[config.mk]
export PLATFORM = sky130hd
export DESIGN_NAME = loop_gap_histogram_monitor
export DESIGN_NICKNAME = d
export VERILOG_FILES = /design/src/lghm_pkg.sv /design/src/lghm_cfg.sv /design/src/lghm_hist.sv /design/src/loop_gap_histogram_monitor.sv
export SDC_FILE = /design/constraint.sdc
export NUM_CORES = 2
export LEC_CHECK = 0
export ABC_CLOCK_PERIOD_IN_PS = 15000
export BUFFER_PORTS_ARGS = -buffer_cell sky130_fd_sc_hd__clkbuf_2
export CAP_MARGIN = 15
export CORE_MARGIN = 2
export CORE_UTILIZATION = 63
export DETAILED_ROUTE_END_ITERATION = 10
export MAX_ROUTING_LAYER = met4
export PLACE_DENSITY = 0.81
export SLEW_MARGIN = 40
export SYNTH_ARGS = -nofsm -noshare
export SYNTH_HDL_FRONTEND = slang
export SYNTH_SLANG_ARGS = --single-unit
[constraint.sdc]
create_clock -name clk -period 15 [get_ports clk]
set_input_delay 0.75 -clock clk [delete_from_list [all_inputs] [get_ports clk]]
set_output_delay 0.75 -clock clk [all_outputs]
set_load 0.03 [all_outputs]
[src/lghm_pkg.sv]
// shared types, constants and helpers for the loop gap histogram monitor
package lghm_pkg;

    localparam int BUCKET_COUNT_DEF = 8;
    localparam int BUCKET_IDX_MAX_W = 4;

    localparam int LOOP_TIME_W = 63;
    localparam int DATA_W      = 32;
    localparam int ADDR_W      = 3;

    localparam logic [31:0] ALL_ONES32    = 32'hFFFF_FFFF;
    localparam logic [31:0] PERIOD_RESET  = 32'd5000;
    localparam logic        REG_PERIOD    = 1'b0;

    localparam logic [31:0] BOUND_0 = 32'd1000;
    localparam logic [31:0] BOUND_1 = 32'd2000;
    localparam logic [31:0] BOUND_2 = 32'd5000;
    localparam logic [31:0] BOUND_3 = 32'd10000;
    localparam logic [31:0] BOUND_4 = 32'd20000;
    localparam logic [31:0] BOUND_5 = 32'd50000;
    localparam logic [31:0] BOUND_6 = 32'd100000;

    typedef enum logic [1:0] {
        CMD_LOOP  = 2'd0,
        CMD_AUDIO = 2'd1,
        CMD_WEB   = 2'd2,
        CMD_TICK  = 2'd3
    } cmd_t;

    typedef struct packed {
        logic gap_en;
        logic clear;
    } hist_ctrl_t;

    typedef struct packed {
        logic [31:0] p95_bound;
        logic [31:0] gap_max;
    } hist_stat_t;

    function automatic logic [31:0] bound_of(input logic [BUCKET_IDX_MAX_W-1:0] idx);
        logic [31:0] bound;
        case (idx)
            4'd0:    bound = BOUND_0;
            4'd1:    bound = BOUND_1;
            4'd2:    bound = BOUND_2;
            4'd3:    bound = BOUND_3;
            4'd4:    bound = BOUND_4;
            4'd5:    bound = BOUND_5;
            4'd6:    bound = BOUND_6;
            default: bound = ALL_ONES32;
        endcase
        return bound;
    endfunction

endpackage

[src/lghm_cfg.sv]
// apb register block holding the report period
module lghm_cfg
    import lghm_pkg::*;
(
    input  logic              clk,
    input  logic              rst_n,
    input  logic              psel,
    input  logic              penable,
    input  logic              pwrite,
    input  logic [ADDR_W-1:0] paddr,
    input  logic [DATA_W-1:0] pwdata,
    output logic [DATA_W-1:0] prdata,
    output logic              pready,
    output logic [31:0]       period
);

    logic [31:0] period_reg;
    logic        wr_en;

    assign pready = 1'b1;
    assign wr_en  = psel & penable & pwrite & (paddr[2] == REG_PERIOD);

    always_ff @(posedge clk or negedge rst_n)
    begin
        if (!rst_n)
        begin
            period_reg <= PERIOD_RESET;
        end
        else if (wr_en)
        begin
            period_reg <= pwdata;
        end
    end

    assign prdata = (paddr[2] == REG_PERIOD) ? period_reg : '0;
    assign period = period_reg;

endmodule

[src/lghm_hist.sv]
// loop gap histogram: gap measurement, bucket counters, running prefix sums, p95 pick
module lghm_hist
    import lghm_pkg::*;
#(
    parameter int BUCKET_COUNT = BUCKET_COUNT_DEF
)
(
    input  logic                   clk,
    input  logic                   rst_n,
    input  hist_ctrl_t             ctrl,
    input  logic [LOOP_TIME_W-1:0] loop_time,
    output hist_stat_t             stat
);

    localparam int IDX_W = $clog2(BUCKET_COUNT);
    localparam int CUM_W = 32 + IDX_W;
    localparam int CMP_W = CUM_W + 5;

    logic [LOOP_TIME_W-1:0] prev_time_reg;
    logic [31:0]            cnt_reg [BUCKET_COUNT];
    // cum_reg[b] holds the sum of counters 0..b, last entry is the total
    logic [CUM_W-1:0]       cum_reg [BUCKET_COUNT];
    logic [31:0]            gap_max_reg;

    logic [LOOP_TIME_W:0]   diff;
    logic [31:0]            gap;
    logic                   has_prev;
    logic [IDX_W-1:0]       sel;
    logic                   cnt_inc;
    logic [CMP_W-1:0]       total_x19;
    logic [BUCKET_COUNT-2:0] hit;
    logic [31:0]            p95;

    assign has_prev = (prev_time_reg != '0);
    assign diff     = {1'b0, loop_time} - {1'b0, prev_time_reg};

    always_comb
    begin
        // backwards time keeps the low word of the wrapped difference
        if (diff[LOOP_TIME_W])
            gap = diff[31:0];
        else if (|diff[LOOP_TIME_W-1:32])
            gap = ALL_ONES32;
        else
            gap = diff[31:0];
    end

    always_comb
    begin
        sel = IDX_W'(BUCKET_COUNT - 1);
        for (int b = BUCKET_COUNT - 2; b >= 0; b--)
        begin
            if (!(gap > bound_of(BUCKET_IDX_MAX_W'(b))))
                sel = IDX_W'(b);
        end
    end

    assign cnt_inc = ctrl.gap_en & has_prev & (cnt_reg[sel] != ALL_ONES32);

    always_ff @(posedge clk or negedge rst_n)
    begin
        if (!rst_n)
        begin
            prev_time_reg <= '0;
            gap_max_reg   <= '0;
            for (int b = 0; b < BUCKET_COUNT; b++)
            begin
                cnt_reg[b] <= '0;
                cum_reg[b] <= '0;
            end
        end
        else if (ctrl.clear)
        begin
            gap_max_reg <= '0;
            for (int b = 0; b < BUCKET_COUNT; b++)
            begin
                cnt_reg[b] <= '0;
                cum_reg[b] <= '0;
            end
        end
        else if (ctrl.gap_en)
        begin
            prev_time_reg <= loop_time;
            if (has_prev && (gap > gap_max_reg))
                gap_max_reg <= gap;
            if (cnt_inc)
            begin
                for (int b = 0; b < BUCKET_COUNT; b++)
                begin
                    if (IDX_W'(b) == sel)
                        cnt_reg[b] <= cnt_reg[b] + 32'd1;
                    if (IDX_W'(b) >= sel)
                        cum_reg[b] <= cum_reg[b] + CUM_W'(1);
                end
            end
        end
    end

    // percentile test cum*20 >= total*19, all at full width
    assign total_x19 = CMP_W'({cum_reg[BUCKET_COUNT-1], 4'b0})
                     + CMP_W'({cum_reg[BUCKET_COUNT-1], 1'b0})
                     + CMP_W'(cum_reg[BUCKET_COUNT-1]);

    always_comb
    begin
        for (int b = 0; b < BUCKET_COUNT - 1; b++)
        begin
            hit[b] = ((CMP_W'({cum_reg[b], 4'b0}) + CMP_W'({cum_reg[b], 2'b0})) >= total_x19);
        end
    end

    always_comb
    begin
        p95 = ALL_ONES32;
        for (int b = BUCKET_COUNT - 2; b >= 0; b--)
        begin
            if (hit[b])
                p95 = bound_of(BUCKET_IDX_MAX_W'(b));
        end
    end

    assign stat.p95_bound = p95;
    assign stat.gap_max   = gap_max_reg;

endmodule

[src/loop_gap_histogram_monitor.sv]
// loop gap histogram monitor top level: input register, event handling, report register
// Takes one item per cycle while in_stall is low. An accepted item is held in the input
// register and handled there; a report then passes the report register to the output. Loop
// gaps, bucket counters with running prefix sums and the three maxima are all updated when
// an item is handled, and the 95th-percentile bucket is picked by parallel compares over
// the prefix sums. A reporting tick waits in the input register only while the previous
// report is still held by a stalled output; every other item passes regardless. No clearing
// pass follows reset. The report period is written through the APB port at byte address 0.
module loop_gap_histogram_monitor
    import lghm_pkg::*;
#(
    parameter int BUCKET_COUNT = BUCKET_COUNT_DEF
)
(
    input  logic                   clk,
    input  logic                   rst_n,

    input  logic                   psel,
    input  logic                   penable,
    input  logic                   pwrite,
    input  logic [ADDR_W-1:0]      paddr,
    input  logic [DATA_W-1:0]      pwdata,
    output logic [DATA_W-1:0]      prdata,
    output logic                   pready,

    input  logic                   in_valid,
    output logic                   in_stall,
    input  logic [1:0]             command,
    input  logic [LOOP_TIME_W-1:0] loop_time_us,
    input  logic [31:0]            elapsed_us,
    input  logic [31:0]            now_ms,

    output logic                   out_valid,
    input  logic                   out_stall,
    output logic [31:0]            report_time_ms,
    output logic [31:0]            p95_gap_bound_us,
    output logic [31:0]            gap_peak_us,
    output logic [31:0]            audio_max_us,
    output logic [31:0]            web_max_us
);

    logic [31:0]            period;

    logic                   in_valid_reg;
    cmd_t                   cmd_reg;
    logic [LOOP_TIME_W-1:0] loop_time_reg;
    logic [31:0]            elapsed_reg;
    logic [31:0]            now_reg;

    logic [31:0]            audio_max_reg;
    logic [31:0]            web_max_reg;
    logic [31:0]            last_report_reg;

    logic                   out_valid_reg;
    logic [31:0]            rpt_time_reg;
    logic [31:0]            rpt_p95_reg;
    logic [31:0]            rpt_gap_reg;
    logic [31:0]            rpt_audio_reg;
    logic [31:0]            rpt_web_reg;

    logic                   accept;
    logic                   report;
    logic                   go;
    hist_ctrl_t             hctrl;
    hist_stat_t             hstat;

    lghm_cfg u_cfg (
        .clk     (clk),
        .rst_n   (rst_n),
        .psel    (psel),
        .penable (penable),
        .pwrite  (pwrite),
        .paddr   (paddr),
        .pwdata  (pwdata),
        .prdata  (prdata),
        .pready  (pready),
        .period  (period)
    );

    assign report   = (cmd_reg == CMD_TICK) && ((now_reg - last_report_reg) >= period);
    // only a reporting item needs the result register free
    assign go       = in_valid_reg & ~(report & out_valid_reg & out_stall);
    assign in_stall = in_valid_reg & ~go;
    assign accept   = in_valid & ~in_stall;

    assign hctrl.gap_en = go & (cmd_reg == CMD_LOOP);
    assign hctrl.clear  = go & report;

    lghm_hist #(
        .BUCKET_COUNT (BUCKET_COUNT)
    ) u_hist (
        .clk       (clk),
        .rst_n     (rst_n),
        .ctrl      (hctrl),
        .loop_time (loop_time_reg),
        .stat      (hstat)
    );

    always_ff @(posedge clk or negedge rst_n)
    begin
        if (!rst_n)
        begin
            in_valid_reg <= 1'b0;
        end
        else if (accept)
        begin
            in_valid_reg <= 1'b1;
        end
        else if (go)
        begin
            in_valid_reg <= 1'b0;
        end
    end

    always_ff @(posedge clk)
    begin
        if (accept)
        begin
            cmd_reg       <= cmd_t'(command);
            loop_time_reg <= loop_time_us;
            elapsed_reg   <= elapsed_us;
            now_reg       <= now_ms;
        end
    end

    always_ff @(posedge clk or negedge rst_n)
    begin
        if (!rst_n)
        begin
            audio_max_reg   <= '0;
            web_max_reg     <= '0;
            last_report_reg <= '0;
        end
        else if (go)
        begin
            case (cmd_reg)
                CMD_AUDIO:
                begin
                    if (elapsed_reg > audio_max_reg)
                        audio_max_reg <= elapsed_reg;
                end
                CMD_WEB:
                begin
                    if (elapsed_reg > web_max_reg)
                        web_max_reg <= elapsed_reg;
                end
                CMD_TICK:
                begin
                    if (report)
                    begin
                        audio_max_reg   <= '0;
                        web_max_reg     <= '0;
                        last_report_reg <= now_reg;
                    end
                end
                default:
                begin
                end
            endcase
        end
    end

    always_ff @(posedge clk or negedge rst_n)
    begin
        if (!rst_n)
        begin
            out_valid_reg <= 1'b0;
        end
        else if (go && report)
        begin
            out_valid_reg <= 1'b1;
        end
        else if (!out_stall)
        begin
            out_valid_reg <= 1'b0;
        end
    end

    always_ff @(posedge clk)
    begin
        if (go && report)
        begin
            rpt_time_reg  <= now_reg;
            rpt_p95_reg   <= hstat.p95_bound;
            rpt_gap_reg   <= hstat.gap_max;
            rpt_audio_reg <= audio_max_reg;
            rpt_web_reg   <= web_max_reg;
        end
    end

    assign out_valid        = out_valid_reg;
    assign report_time_ms   = rpt_time_reg;
    assign p95_gap_bound_us = rpt_p95_reg;
    assign gap_peak_us      = rpt_gap_reg;
    assign audio_max_us     = rpt_audio_reg;
    assign web_max_us       = rpt_web_reg;

endmodule

---- Word level (Yosys, flattened, before mapping) ----
Index checks and enable logic that the tools add are counted.
storage, ports and cells
  register bits ........................... 1050
  latch bits .............................. 0
  memory bits (writable) .................. 0
  bits in read-only memories .............. 0
  memories ................................ 0
cells by class
  add/sub/neg operators ................... 27
  multiply operators ...................... 0
  div/mod/pow operators ................... 0
  magnitude comparators ................... 27
  eq/ne operators ......................... 15
  shift operators ......................... 0
  mux-type cells .......................... 53
  bitwise operators ....................... 18
  reduce and logical (&&, ||, !) cells .... 55
operators with widths
  cell                                                                    number
  280-bit two-way mux                                                     3
  256-bit two-way mux                                                     3
  32-bit two-way mux                                                      20
  35-bit by 1-bit adder with 35-bit output, second input constant         8
  39-bit by 37-bit adder with 40-bit output                               7
  40-bit greater-or-equal comparator                                      7
  35-bit two-way mux                                                      8
  32-bit by 1-bit adder with 32-bit output, second input constant         8
  32-bit case mux with 2 select lines                                     2
  32-bit binary-select mux with 3-bit select                              1
  32-bit > comparator                                                     3
  63-bit by 63-bit subtractor with 64-bit output                          1
  63-bit nonzero test                                                     1
  3-bit AND reduction                                                     17
  2-bit nonzero test                                                      22
  39-bit by 36-bit adder with 40-bit output                               1
  40-bit by 35-bit adder with 40-bit output                               1
  32-bit greater-or-equal comparator                                      1
  32-bit by 10-bit > comparator with 1-bit output, second input constant  1
  32-bit by 11-bit > comparator with 1-bit output, second input constant  1
  32-bit by 13-bit > comparator with 1-bit output, second input constant  1
  32-bit by 14-bit > comparator with 1-bit output, second input constant  1
  32-bit by 15-bit > comparator with 1-bit output, second input constant  1
  32-bit by 16-bit > comparator with 1-bit output, second input constant  1
  36 further kinds                                                        75

---- Longest topological paths before layout ----
  depth after elaboration ................. 21
  depth in mapped cells ................... 39
  depth with buffers taken out ............ 36

---- Modules after synthesis ----
Synthesis repeated with hierarchy kept, for this count alone.
second synthesis, totals
  cells, all modules ...................... 7889
  area, all modules ....................... 74380.1 um2
by module, submodules not included
  module                      times used  cells an instance  area each (um2)
  lghm_hist                   1           6680               56082.5
  loop_gap_histogram_monitor  1           1104               16737.3
  lghm_cfg                    1           105                1560.2

---- Worst setup path after synthesis ----
Ideal clock, no wire load.
  kind .................................... reg-to-reg
  from .................................... register now_reg[0]
  to ...................................... register cmd_reg[0] (enable)
  setup time .............................. 0.631 ns
  arrival time ............................ 10.634 ns
  required time ........................... 14.369 ns
  slack ................................... 3.735 ns
  cell stages (with the launch flop) ...... 34
  period minus slack after synthesis ...... 11.265 ns
  path through ............................ edfxtp_1 inv_1 ha_1 inv_1 fa_1 a21o_1 a21oi_1 o21ai_0 a21oi_1 o21ai_0 a21oi_1 o21ai_0 a21oi_1 o21bai_1 a211oi_1 o31ai_1 o211ai_1 a31oi_1 nand4_1 nand4_1 nor2b_1 ha_1 nor2b_1 o21ai_0 nand2b_1 a21oi_1 nor2b_1 o21ai_0 nand2b_1 a21oi_1 o31ai_1 a21oi_1 nor3_1 nor2b_1
on the way
  longest elaborated chain between the ends .. 11
RTL lines
  what                                line                               RTL
  from (decl)                         loop_gap_histogram_monitor.sv:48   logic [31:0] now_reg;
  from (signal assigned)              loop_gap_histogram_monitor.sv:122  now_reg <= now_ms;
  32-bit subtractor                   loop_gap_histogram_monitor.sv:80   assign report = (cmd_reg == CMD_TICK) && ((now_reg - last_report_reg) >= period);
  32-bit greater-or-equal comparator  loop_gap_histogram_monitor.sv:80
  1-bit logical AND                   loop_gap_histogram_monitor.sv:80
  1-bit AND (2 in a row)              loop_gap_histogram_monitor.sv:82   assign go = in_valid_reg & ~(report & out_valid_reg & out_stall);
  1-bit NOT                           loop_gap_histogram_monitor.sv:82
  1-bit AND                           loop_gap_histogram_monitor.sv:82
  1-bit NOT                           loop_gap_histogram_monitor.sv:83   assign in_stall = in_valid_reg & ~go;
  1-bit AND                           loop_gap_histogram_monitor.sv:83
  named net in_stall                  loop_gap_histogram_monitor.sv:27   output logic in_stall,
  1-bit NOT                           loop_gap_histogram_monitor.sv:84   assign accept = in_valid & ~in_stall;
  1-bit AND                           loop_gap_histogram_monitor.sv:84
  named net accept                    loop_gap_histogram_monitor.sv:61   logic accept;
  to (signal assigned)                loop_gap_histogram_monitor.sv:119  cmd_reg <= cmd_t'(command);
  to (decl)                           loop_gap_histogram_monitor.sv:45   cmd_t cmd_reg;
The timed path passes the listed nets, and every way through them passes these cells.
A chain may end at the register's enable or synchronous reset.

---- Worst setup path after layout ----
  from .................................... register loop_time_reg[8]
  to ...................................... register u_hist.cum_reg[122] (netlist bit)
on the way
  longest elaborated chain between the ends .. 20
  elaborated cells on any way between the ends .. 28
  classes of those cells .................. 1 x add/sub; 8 x order compare; 1 x eq/ne; 12 x mux; 2 x bitwise; 4 x reduce/logical
RTL lines
  what                                                   line                               RTL
  from (decl)                                            loop_gap_histogram_monitor.sv:46   logic [LOOP_TIME_W-1:0] loop_time_reg;
  from (signal assigned)                                 loop_gap_histogram_monitor.sv:120  loop_time_reg <= loop_time_us;
  63-bit by 63-bit subtractor with 64-bit output *       lghm_hist.sv:35                    assign diff = {1'b0, loop_time} - {1'b0, prev_time_reg};
  31-bit OR reduction                                    lghm_hist.sv:42                    else if (|diff[LOOP_TIME_W-1:32])
  32-bit two-way mux                                     lghm_hist.sv:42
  32-bit two-way mux *                                   lghm_hist.sv:40                    if (diff[LOOP_TIME_W])
  32-bit by 17-bit > comparator with 1-bit output        lghm_hist.sv:53                    if (!(gap > bound_of(BUCKET_IDX_MAX_W'(b))))
  1-bit two-way mux                                      lghm_hist.sv:53
  2-bit two-way mux (2 in a row)                         lghm_hist.sv:53
  3-bit two-way mux (3 in a row)                         lghm_hist.sv:53
  3-bit two-way mux *                                    lghm_hist.sv:53
  3-bit NOT with 4-bit output (implied by the code)      lghm_hist.sv:58                    assign cnt_inc = ctrl.gap_en & has_prev & (cnt_reg[sel] != ALL_ONES32);
  32-bit binary-select mux with 3-bit select             lghm_hist.sv:58
  32-bit two-way mux (implied by the code) (2 in a row)  lghm_hist.sv:58
  32-bit inequality test                                 lghm_hist.sv:58
  1-bit AND                                              lghm_hist.sv:58
  2-bit nonzero test (no line)                           -
  3-bit AND reduction (no line) *                        -
  to (signal, indexed assignment)                        lghm_hist.sv:93                    cum_reg[b] <= cum_reg[b] + CUM_W'(1);
  to (decl)                                              lghm_hist.sv:22                    logic [CUM_W-1:0] cum_reg [BUCKET_COUNT];
Mark *: on every way between the ends. The rest lies on a longest branch, timed or not. The select of a mux whose other input is x is not followed.

==> results.json <==
{
  "outcome": "finished clean",
  "fin_setup_tns_ns": 0,
  "comb_power_share_pct": 34.8,
  "first_iter_violations": 5287,
  "synth_edf_count": 271,
  "cap_violations": 0,
  "hold_viol_final": 0,
  "worst_setup_path_start_kind": "flop",
  "numCtsBuffers": 114,
  "cp.required_ns": 15.61,
  "p_int_mw": 6.321,
  "synthFlopType": "dfrtp_1",
  "rows": 127,
  "die_w_um": 352.7,
  "place_area_um2": 79970,
  "hold_class": "in -> reg",
  "ys_seq_area_share_pct": 35.48,
  "worstSkewPairLatency_ns": 0.78,
  "finalMaxSlewViolations": 0,
  "cts_max_level": 3,
  "largest_register_ffs": 280,
  "slew_headroom_pct": 35.47,
  "synth_area_leader_cell": "dfrtp_1",
  "worst_pin_slew_ns": 0.9680,
  "io_pins": 366,
  "synth_top_cell_area_share_pct": 24.69,
  "fillers": 9262,
  "globalRouteOverflowTotal": 0,
  "seq_power_share_pct": 35.5,
  "io_buffers": 361,
  "cts_tree": "yes",
  "synthTopCellsByCount": "783 x nand2_1, 771 x ha_1, 756 x dfrtp_1, 543 x nor2_1, 541 x a21oi_1",
  "fmax_mhz": 105.9,
  "synth_cell_type_count": 89,
  "period_minus_slack_ns": 9.442,
  "cts-root-buf": "clkbuf_16",
  "start_util_pct": 63.70,
  "grt_start_max_net_pins": 184,
  "swShare_pct": 36.33,
  "p_switching_mw": 3.606,
  "rsz0062_at_grt": "false",
  "skew_ns": 0.05535,
  "crit_path_end_kind": "flop",
  "setup_violations": 0,
  "synthMostInstantiatedCell": "nand2_1",
  "ys_seq_elements": 1032,
  "drt_pass1_iterations": 7,
  "drive_gt1_share_pct": 11.39,
  "synth_area_per_cell_um2": 9.104,
  "antenna_left": 0,
  "die_area_um2": 124400,
  "synth.cell_area_um2": 76620,
  "power.share.clock_pct": 29.7,
  "antenna_found_initial": 2,
  "post_cts_buffers": 0,
  "drt_wl_total_mm": 194.3,
  "yosys_warnings": 0,
  "clkSinkCount": 1032,
  "core_area_um2": 120300,
  "via_per_inst": 6.360,
  "synthToLayoutAreaGrowth_pct": 9.672,
  "design_area_um2": 84030,
  "ys_async_sr_fraction_pct": 73.74,
  "min_period_over_period_pct": 62.95,
  "netlist_top_cells_area": "dfrtp_1 25%, ha_1 13%, edfxtp_1 11%",
  "p_per_area_nw_per_um2": 118.1,
  "grt_first_pass_wirelength_mm": 319.3,
  "fp.dieH_um": 352.7,
  "place.gp.congestion": 0.9597,
  "grt_pass1_vias": 63320,
  "peakVddDrop_mv": 0.1174,
  "clkTransAtPathRegs_ns": 0.07,
  "nNetsFinal": 9600,
  "leakagePower_nw": 38.70,
  "critPathMaxFanout": 91,
  "wl_per_cell_um": 18.81,
  "dpl.hpwl_mm": 138.4,
  "drcViolationCount": 0,
  "grtUsageTotal_pct": 31.46,
  "holdWs_ns": 0.1480,
  "clockBufferDepth": 3,
  "critPathKind": "reg -> reg",
  "vias": 65720,
  "synthCells": 8416,
  "ctsResizeCount": 0,
  "worstPathArrival_ns": 10.05
}
-- final cells by class --
class | count | area (µm²) | area share (%)
repair buffers | 452 | 2761 | 3.286
clock buffers | 141 | 3045 | 3.624
inverters | 428 | 1614 | 1.921
diodes | 2 | 5.005 | 0.005956
multi-input cells | 6589 | 46520 | 55.36
well taps | 1612 | 2017 | 2.400
flip-flops and latches | 1032 | 27190 | 32.35
clock inverters | 77 | 882.1 | 1.050
-- worst paths after layout --
path                                                          from                               to  slack [ns]  cells after the start
worst max register to register          loop_time_reg[8]$_DFFE_PP_  u_hist.cum_reg[122]$_DFFE_PN0P_        5.56                     22
worst max-delay path                    loop_time_reg[8]$_DFFE_PP_  u_hist.cum_reg[122]$_DFFE_PN0P_        5.56                     22
worst min-delay path                                     now_ms[5]             now_reg[5]$_DFFE_PP_        0.15                      1
max in group asynchronous                                    rst_n      u_cfg.period[8]$_DFFE_PN1P_       12.29                      6
min in group asynchronous                                    rst_n   u_hist.cum_reg[99]$_DFFE_PN0P_        0.50                      2
worst min register to register  u_hist.gap_max_reg[12]$_DFFE_PN0P_        gap_peak_us[12]$_DFFE_PP_        0.45                      0
-- cells in the final DEF (no fill, tap or decap), drive strengths merged, types with 271 or more instances in the layout --
| cell type | synthesis | final |
|---|---|---|
| clkbuf | 261 | 501 |
| ha | 771 | 771 |
| inv | 427 | 429 |
| edfxtp | 271 | 271 |
| o21ai | 346 | 346 |
| dfrtp | 756 | 756 |
| a21oi | 541 | 541 |
| nor2 | 543 | 543 |
| nand2b | 310 | 310 |
| nand2 | 783 | 783 |
| nand3 | 280 | 280 |
-- worst max-delay path: stages, from the launching register on --
cell	delay, ns
edfxtp_1	0.48
ha_1	0.42
a21o_1	0.27
a2111oi_0	0.61
o21a_1	0.27
o211a_1	0.23
or3_1	0.31
nand2_1	0.16
o311ai_0	0.67
nand3_1	0.13
or4_1	0.62
o31ai_4	0.34
buf_4	0.33
nand2_1	0.51
or4_1	0.88
a211o_1	0.36
o211ai_1	0.13
o22ai_1	0.18
a31oi_4	0.71
buf_4	0.46
buf_6	0.63
a21oi_1	0.15
a211o_1	0.30
-- per-layer routing --
layer  GRT usage, %  share of wire (%)
met5              -                  0
met4          13.25                4.4
met3          3.540                5.0
met2          50.90                 47
met1          40.23                 43
-- power groups by stage --
stage          combinational, mW  clock [mW]  sequential, mW
2_1_floorplan               2.38           0            3.62
3_3_place_gp                3.25           0            3.55
3_5_place_dp                3.39           0            3.57
4_1_cts                     3.43        2.99            3.52
5_1_grt                     3.85        3.10            3.55
6_report                    3.46        2.95            3.52
-- cell families after synthesis --
kind of cell / count (synthesis) / share of synthesized area, %
XOR/XNOR: 294 / 3.361
AND/OR/NAND/NOR: 3149 / 21.17
other: 1 / 0.004894
flip-flops: 1032 / 35.48
adder cells (fa/ha/maj): 812 / 13.66
multiplexers: 351 / 4.837
AO/OA/AOI/OAI: 1981 / 17.37
buffers and inverters: 796 / 4.117
-- metrics by stage --
stage / util (%) / total power [mW] / instances / setup WS, ns
after global placement: 66.29 / 6.802 / 10100 / 5.456
after CTS: 69.75 / 9.942 / 10330 / 5.457
after detailed placement: 66.48 / 6.962 / 10110 / 5.487
final: 69.86 / 9.927 / 10330 / 5.558
after floorplan: - / 6.000 / 8417 / 3.735
after global routing: 69.86 / 10.51 / 10330 / 5.224
-- repair_timing --
item / CTS / global route
hold buffers: 1 / 0
endpoints found under the hold margin: 46 / 0
setup endpoints to repair: 0 / 0
(Power assumes the default switching activity.)
